<file path="src/design/lzsd_pkg.sv">
package lzsd_pkg;

   localparam int WIN_AW      = 12;
   localparam int WINDOW_SIZE = 1 << WIN_AW;

   localparam int CSR_IDX_W = 4;
   localparam int CSR_DW    = 32;

   localparam logic [CSR_IDX_W-1:0] CSR_LOOKAHEAD = CSR_IDX_W'(0);
   localparam logic [CSR_IDX_W-1:0] CSR_THRESHOLD = CSR_IDX_W'(1);
   localparam logic [CSR_IDX_W-1:0] CSR_SKIP      = CSR_IDX_W'(2);
   localparam logic [CSR_IDX_W-1:0] CSR_LIMIT     = CSR_IDX_W'(3);

   localparam logic [11:0] LOOKAHEAD_DEFAULT = 12'd18;
   localparam logic [3:0]  THRESHOLD_DEFAULT = 4'd2;
   localparam logic [7:0]  SPACE_CHAR        = 8'h20;
   localparam logic [3:0]  FLAGS_PER_BYTE    = 4'd8;

   typedef enum logic [2:0] {
      ST_CLEAR,
      ST_IDLE,
      ST_READ,
      ST_COPY,
      ST_LIT
   } lzsd_state_type;

   typedef struct packed {
      logic clear;
      logic in_open;
      logic rd_first;
      logic put_copy;
      logic put_lit;
   } lzsd_cmd_type;

   typedef struct packed {
      logic clear_last;
      logic go_lit;
      logic go_match;
      logic put_fire;
      logic cnt_last;
   } lzsd_status_type;

   // initial write position: window size minus lookahead, zero lookahead means default
   function automatic logic [WIN_AW-1:0] start_position(input logic [11:0] la);
      logic [11:0] f;
      f = (la == 12'd0) ? LOOKAHEAD_DEFAULT : la;
      return WIN_AW'(~f + 12'd1);
   endfunction

endpackage

</file>
<file path="src/design/lzsd_ctrl.sv">
module lzsd_ctrl import lzsd_pkg::*; (
   input  logic            clock,
   input  logic            reset,
   input  lzsd_status_type status,
   output lzsd_cmd_type    cmd
);

   lzsd_state_type state_ff, state_in;

   always_comb begin
      state_in = state_ff;
      unique case (state_ff)
         ST_CLEAR: begin
            if (status.clear_last) state_in = ST_IDLE;
         end
         ST_IDLE: begin
            if (status.go_lit) begin
               state_in = ST_LIT;
            end else if (status.go_match) begin
               state_in = ST_READ;
            end
         end
         ST_READ: begin
            state_in = ST_COPY;
         end
         ST_COPY: begin
            if (status.put_fire && status.cnt_last) state_in = ST_IDLE;
         end
         ST_LIT: begin
            if (status.put_fire) state_in = ST_IDLE;
         end
         default: state_in = ST_CLEAR;
      endcase
   end

   always_comb begin
      cmd = '0;
      unique case (state_ff)
         ST_CLEAR: cmd.clear    = 1'b1;
         ST_IDLE:  cmd.in_open  = 1'b1;
         ST_READ:  cmd.rd_first = 1'b1;
         ST_COPY:  cmd.put_copy = 1'b1;
         ST_LIT:   cmd.put_lit  = 1'b1;
         default:  cmd = '0;
      endcase
   end

   always_ff @(posedge clock) begin
      if (reset) begin
         state_ff <= ST_CLEAR;
      end else begin
         state_ff <= state_in;
      end
   end

endmodule

</file>
<file path="config.mk">
export PLATFORM = sky130hd
export DESIGN_NAME = lzsd_ctrl
export DESIGN_NICKNAME = d
export VERILOG_FILES = /design/src/design/lzsd_pkg.sv /design/src/design/lzsd_ctrl.sv
export SDC_FILE = /design/constraint.sdc
export NUM_CORES = 1
export LEC_CHECK = 0
export BUFFER_PORTS_ARGS = -buffer_cell sky130_fd_sc_hd__buf_2
export CAP_MARGIN = 20
export CORE_AREA = 2 2 39 41
export CTS_CLUSTER_DIAMETER = 30
export CTS_CLUSTER_SIZE = 30
export DETAILED_ROUTE_END_ITERATION = 16
export DIE_AREA = 0 0 41 43
export GPL_ROUTABILITY_DRIVEN = 0
export SLEW_MARGIN = 10
export SYNTH_ARGS = -nofsm -noshare
export SYNTH_HDL_FRONTEND = slang
export SYNTH_SLANG_ARGS = --single-unit
</file>
<file path="constraint.sdc">
create_clock -name clock -period 1.85 [get_ports clock]
set_input_delay 0.185 -clock clock [delete_from_list [all_inputs] [get_ports clock]]
set_output_delay 0.185 -clock clock [all_outputs]
set_load 0.05 [all_outputs]
</file>
* Word level (Yosys, flattened, before mapping)
Index checks and enable logic that the tools add are counted.
** Cells by class
- $lt $le $gt $ge :: 0
- Reduce and logical (&&, ||, !) cells :: 3
- Shifts and indexed selects :: 0
- Multiply operators :: 0
- Eq/ne operators :: 8
- Muxes and demuxes :: 11
- Add/sub/neg operators :: 0
- Bitwise operators :: 0
- Div/mod/pow operators :: 0
** Operator list (number)
- 3-bit two-way mux :: 5
- 3-bit one-hot mux with 5 select lines :: 1
- 3-bit by 2-bit equality test with 1-bit output, second input constant :: 2
- 2-bit inequality test, second input constant :: 3
- 1-bit two-way mux :: 5
- 4-bit AND reduction :: 1
- 3-bit by 1-bit equality test with 1-bit output, second input constant :: 1
- 3-bit equality test, second input constant :: 1
- 3-bit zero test :: 1
- 3-bit inequality test, second input constant :: 1
- 1-bit logical AND :: 1
** Word-level totals
- Input port bits :: 7
- RAM bits :: 0
- Logic and storage cells :: 23
- Output and inout bits :: 5
- Memories :: 0
- Memory bits (read-only) :: 0
- Bits in latches :: 0
- Register bits :: 3

* Longest topological paths before layout
Gate-level depths: netlist (run 1).
- Word-level depth :: 3
- Depth in mapped cells :: 5
- Mapped depth without buffers :: 4

* Least setup slack after synthesis (run 1)
Ideal clock, no wire load.
- Path kind :: reg-to-reg
- Start :: register state_ff[1]
- End :: register state_ff[2]
- Library setup time :: 72 ps
- Arrival :: 1956 ps
- Path buffers :: 1
- Period minus slack after synthesis :: 2028 ps
- Stages on the path, launching flop included :: 5
- Data required time :: 1778 ps
- Slack :: -178 ps
- Path through :: dfxtp_1 -> buf_2 -> nor3_1 -> a22oi_1 -> nor2_1
** Between the ends
- Longest elaborated chain between the ends :: 3
- Elaborated cells between the ends (all ways) :: 11
- Those cells by class :: eq/ne (8); mux (1); reduce/logical (2)
** RTL lines
- from (decl) :: line lzsd_ctrl.sv:8 : lzsd_state_type state_ff, state_in;
- from (signal assigned) :: line lzsd_ctrl.sv:52 : state_ff <= state_in;
- 3-bit by 1-bit equality test with 1-bit output (tied with other cells) :: line lzsd_ctrl.sv:12 : unique case (state_ff)
- 3-bit inequality test (no source line) or 2-bit inequality test (tied branches)
- 4-bit AND reduction (no source line)
Several ways; a longest one is shown, not always the timed one.
A chain may end at the register's enable or synchronous reset.

==> reports/results.tsv, run 1 <==
stage	metric	value	unit
hold_path	hold_path_class	in -> reg	
setup_path	crit_buf_inv	2	
place	io_buffers	11	
power_and_ir_drop	power.switching	0.2864	mW
power_and_ir_drop	p_leak	0.1584	nW
routing	antenna_left	0	
synthesis	syn-num-nets	37	
final_layout	layout.cells.most_common_list	buf_2, nor2_1, nor3_1, clkbuf_4, dfxtp_1	
grt	grt_max_degree	12	
synthesis	avgSynthCellArea	7.966	um2
sta	relSlewSlack	74.43	%
setup_path	crit_fanout	10	
power_and_ir_drop	power.share.switching	51.18	%
power_and_ir_drop	clockPowerShare	19.9	%
synthesis	yosysSeqAreaShare	25.13	%
sta	fin_skew	1.672	ps
power_and_ir_drop	power.density	1656	mW/mm2
cts	clk_latency	230	ps
routing	drc_errors	0	
synthesis	yosys_warnings	0	
place	post-dp-hpwl	419.4	um
setup_path	worstSetupStartpointType	flop	
setup_path	crit_slowest_cell	dfxtp_1	
cts	cts_buffer_depth	2	
cts	clockRootBuffer	clkbuf_4	
routing	dr.pass1.iters	3	
sta	maxSlewViolCount	0	
synthesis	synthDistinctLibCells	19	
sta	holdWs	158.5	ps
power_and_ir_drop	p_int	0.2732	mW
sta	setup_viol	0	
setup_path	r2r-start	state_ff[0]	
grt	grt_pass1_wl	993	um
cts	clock-sinks	3	
sta	post-route-period-util	80.66	%
cts	h-tree-depth	1	
die	initial_core_util	17.27	%
die	die_h	43	um
grt	grt.total_usage	8.517	%
synthesis	syn_inst	30	
die	die_area	0.001763	mm2
routing	wl	536	um
outcome	status	finished, final reports clean	
final_layout	regMostFlops	state_ff	
setup_path	slowest_delay	490	ps
routing	avgViaCountPerCell	4.305	
job	drv_cap	0	
final_layout	largest_reg_flops	3	
setup_path	crit_required	1660	ps
routing	drt_iter0_drc	4	
power_and_ir_drop	p_seq_share	24.2	%
final_layout	fin_util	24.41	%
synthesis	synth_area	239.0	um2
setup_path	path_class	reg -> out	
cts	tritoncts	built	
die	ios	12	
sta	post-route-min-period	1492	ps
setup_path	worstSetupEndpoint	cmd[3]	
sta	max_freq	670.1	MHz
cts	clkTransAtPathRegs	40	ps
final_layout	syn_to_final_growth	41.36	%
setup_path	cp.depth	3	
setup_path	end_kind	output pin	
cts	post_cts_buffers	0	
sta	final.setup.tns	0	ps
final_layout	fill_cells	162	
setup_path	reg2reg_setup_slack	410	ps
sta	rsz0062_at_grt	false	
final_layout	multi_input_area	168.9	um2
power_and_ir_drop	ir_worst_vdd	0.3207	mV
routing	via_count	254	
cts	cts_resized	0	
die	die_x	41	um
final_layout	reg_top3	state_ff x3	
sta	max_slew.worst_pin.slew	383.1	ps
final_layout	drive_gt1_share	46.51	%
cts	cts_buffers	3	
final_layout	regArea	60.06	um2
cts	cts_hold_buf	0	
setup_path	crit_start	state_ff[0]	
grt	grt_overflow	0	
final_layout	antenna_cells	0	
setup_path	ff2ff_path_depth	4	
setup_path	crit_arrival	1310	ps
synthesis	ys_ff_latch	3	
die	core-area	0.001384	mm2
die	rows	14	
hold_path	worstHoldStart	reset	
final_layout	layout.nets	51	
grt	antenna_found_initial	0	
sta	hold_viol_final	0	
grt	grt_pass1_vias	265	
setup_path	path_cells	inv_1 > nor3_2 > buf_2	
setup_path	r2r-end	state_ff[1]	
power_and_ir_drop	pwr-share-comb	55.8	%
setup_path	crit_family	flip-flops	
final_layout	final_common_cell	buf_2	
routing	wl_per_cell	9.085	um
==> worst min-delay path by stage <==
stage / endpoint / cells after the start
after floorplan: state_ff[2] / 1
after global placement: state_ff[2] / 2
after detailed placement: state_ff[2] / 2
after CTS: state_ff[2] / 2
after global routing: state_ff[2] / 2
final: state_ff[2] / 2
==> cells by family after synthesis <==
logic type | share of synthesized area [%]
muxes | 10.47
buffers and inverters | 8.377
and+or+nand+nor | 39.26
AOI/OAI and AO/OA | 16.75
DFF | 25.13
==> power groups by stage <==
stage	sequential [mW]	clock (mW)	combinational, mW
2_1_floorplan	0.0955	0	0.308
3_3_place_gp	0.135	0	0.314
3_5_place_dp	0.138	0	0.315
4_1_cts	0.137	0.120	0.316
5_1_grt	0.145	0.128	0.340
6_report	0.135	0.112	0.313
==> cell usage after synthesis <==
cell	n	area [um2]
nor3_1	4	20.02
dfxtp_1	3	60.06
nor2_1	3	11.26
a31oi_1	2	12.51
inv_1	2	7.510
nand2b_1	2	12.51
nor3b_1	2	15.01
a21oi_1	1	5.000
a22oi_1	1	7.510
and2b_1	1	7.510
buf_2	1	5.000
buf_4	1	7.510
mux2_4	1	15.01
mux2i_1	1	10.01
nand2_1	1	3.750
nand2b_2	1	8.760
nor4b_2	1	15.01
o21ai_0	1	5.000
o22a_2	1	10.01
==> final cells by class <==
cell class / count / share of cell area (%)
flip-flops and latches: 3 / 17.78
multi-input cells: 23 / 50.00
inverters: 2 / 2.222
clock buffers: 4 / 7.778
well taps: 16 / 5.926
repair buffers: 11 / 16.30
==> per-layer routing <==
layer / wire [um] / vias up / track usage [%]
met1: 233 / 116 / 8.626
met5: 0 / - / 0
met3: 12 / 0 / 1.571
met4: 0 / 0 / 8.000
li1: - / 133 / -
met2: 289 / 5 / 13.44
==> through the flow <==
stage          area [um2]  power [mW]  worst slack (ps)  instances
6_report            337.8      0.5596             357.7         59
3_5_place_dp        311.5      0.4531             399.9         55
5_1_grt             337.8      0.6132             186.8         59
2_1_floorplan       249.0      0.4039             105.6         30
3_3_place_gp        311.5      0.4492             420.1         55
4_1_cts             337.8      0.5725             332.2         59
No activity file was read; power rests on OpenSTA's default activity.
==> run 2, diff against run 1 <==
- clock period: 1.85 -> 1.31 ns (I/O delays scaled with it)
==> run 2 against run 1 <==
Routed wire length is 39% higher. Critical path depth rose by 1. Combinational power increased by 130%. Final cell count grew 10%. Largest power group unchanged. Cell area grew 34%. Via count rose by 19%.
==> reports/results.tsv, run 2 (synthesis results as in run 1) <==
stage	metric	value	unit
outcome	status	finished, final reports clean	
sta	setup_viol	0	
grt	antenna_found_initial	0	
setup_path	crit_slowest_cell	dfxtp_2	
cts	h-tree-depth	1	
routing	wl	743	um
die	initial_core_util	17.27	%
setup_path	crit_arrival	1400	ps
setup_path	slowest_delay	350	ps
grt	grt.total_usage	10.22	%
die	die_x	41	um
sta	post-route-min-period	1277	ps
hold_path	hold_path_class	in -> reg	
sta	max_slew.worst_pin.slew	225.9	ps
final_layout	layout.nets	57	
cts	clkTransAtPathRegs	40	ps
sta	post-route-period-util	97.51	%
power_and_ir_drop	ir_worst_vdd	0.8805	mV
cts	cts_buffers	3	
routing	avgViaCountPerCell	4.646	
power_and_ir_drop	power.density	2315	mW/mm2
grt	grt_pass1_vias	294	
setup_path	crit_required	1430	ps
final_layout	fill_cells	160	
cts	post_cts_buffers	0	
final_layout	syn_to_final_growth	89.53	%
routing	via_count	302	
final_layout	fin_area	452.9	um2
setup_path	crit_fanout	6	
final_layout	fin_util	32.73	%
power_and_ir_drop	p_leak	0.1936	nW
final_layout	antenna_cells	0	
grt	grt_pass1_wl	1110	um
cts	clockRootBuffer	clkbuf_4	
routing	drc_errors	0	
place	post-dp-hpwl	510.1	um
cts	clock-sinks	3	
place	postPlaceCellArea	361.6	um2
sta	max_freq	782.9	MHz
setup_path	end_kind	flop	
final_layout	reg_top3	state_ff x3	
cts	tritoncts	built	
sta	fin_skew	1.382	ps
grt	grt_overflow	0	
die	rows	14	
sta	maxSlewViolCount	0	
sta	hold_viol_final	0	
final_layout	largest_reg_flops	3	
job	drv_cap	0	
final_layout	drive_gt1_share	63.27	%
setup_path	reg2reg_setup_slack	30	ps
cts	cts_hold_buf	0	
die	die_area	0.001763	mm2
setup_path	path_class	reg -> reg	
sta	relSlewSlack	84.90	%
routing	drt_iter0_drc	7	
setup_path	path_cells	nor4b_2 > a31oi_1 > o22a_2 > mux2_4	
die	ios	12	
cts	clk_latency	240	ps
cts	cts_buffer_depth	2	
setup_path	worstSetupStartpointType	flop	
routing	wl_per_cell	11.43	um
die	core-area	0.001384	mm2
final_layout	regMostFlops	state_ff	
final_layout	layout.cells.most_common_list	buf_2, buf_6, buf_4	
routing	antenna_left	0	
routing	dr.pass1.iters	4	
grt	grt_max_degree	10	
place	io_buffers	11	
die	die_h	43	um
[run 2: cell types whose count changed in the layout (fill, tap and decap cells not counted), sizes merged]
| cell | delta |
|---|---|
| buf | +6 |
[run 2: timing repair]
action	4_1_cts	5_1_grt
pin swaps	0	2
endpoints found under the hold margin	0	0
gates resized for setup	10	10
endpoints found under the setup margin	4	6
[run 2: final cells by class]
| cell class | instances | area, um2 | area share (%) |
|---|---|---|---|
| multi-input combinational | 23 | 201.4 | 44.48 |
| sequential | 3 | 62.56 | 13.81 |
| tap | 16 | 20.02 | 4.420 |
| inverter | 2 | 7.507 | 1.657 |
| clock buffer | 4 | 26.28 | 5.801 |
| timing repair buffer | 17 | 135.1 | 29.83 |
[run 2: through the flow]
step                      cells  power [mW]  worst slack (ps)  setup TNS, ps  hold WS [ps]
final                        65       1.049             32.68              0         90.51
after global routing         65       1.128            -40.31         -74.33         110.3
after CTS                    65      0.9745            -4.986         -4.986         98.62
after detailed placement     61      0.7546             15.01              0         348.1
after global placement       61      0.7497             48.46              0         345.8
after floorplan              30      0.5797            -228.1         -330.1         203.4
[run 2: path summary, 6_finish.rpt]
path,start,endpoint,cells after the start
setup / recovery,state_ff[0],state_ff[1],4
hold / removal,reset,state_ff[2],2
setup reg to reg,state_ff[0],state_ff[1],4
hold reg to reg,state_ff[0],state_ff[0],3
[run 2: worst max-delay path: cells and delay by family (launching register included)]
family / cells / cell delay, ps
simple gates: 1 / 220
compound gates: 2 / 290
flops: 1 / 350
mux: 1 / 290
[run 2: layer usage]
| layer | GRT usage, % | wire length [um] | vias up |
|---|---|---|---|
| li1 | - | - | 146 |
| met1 | 11.18 | 300 | 140 |
| met2 | 12.50 | 373 | 11 |
| met3 | 4.712 | 37 | 5 |
| met4 | 12.00 | 31 | 0 |
| met5 | 0 | 0 | - |
[run 2: report_power, final]
| part | leakage, nW | internal [mW] | switching (mW) | total, mW |
|---|---|---|---|---|
| clock network | 0.0150 | 0.114 | 0.0510 | 0.165 |
| registers | 0.0253 | 0.125 | 0.0301 | 0.155 |
| logic | 0.153 | 0.320 | 0.408 | 0.728 |
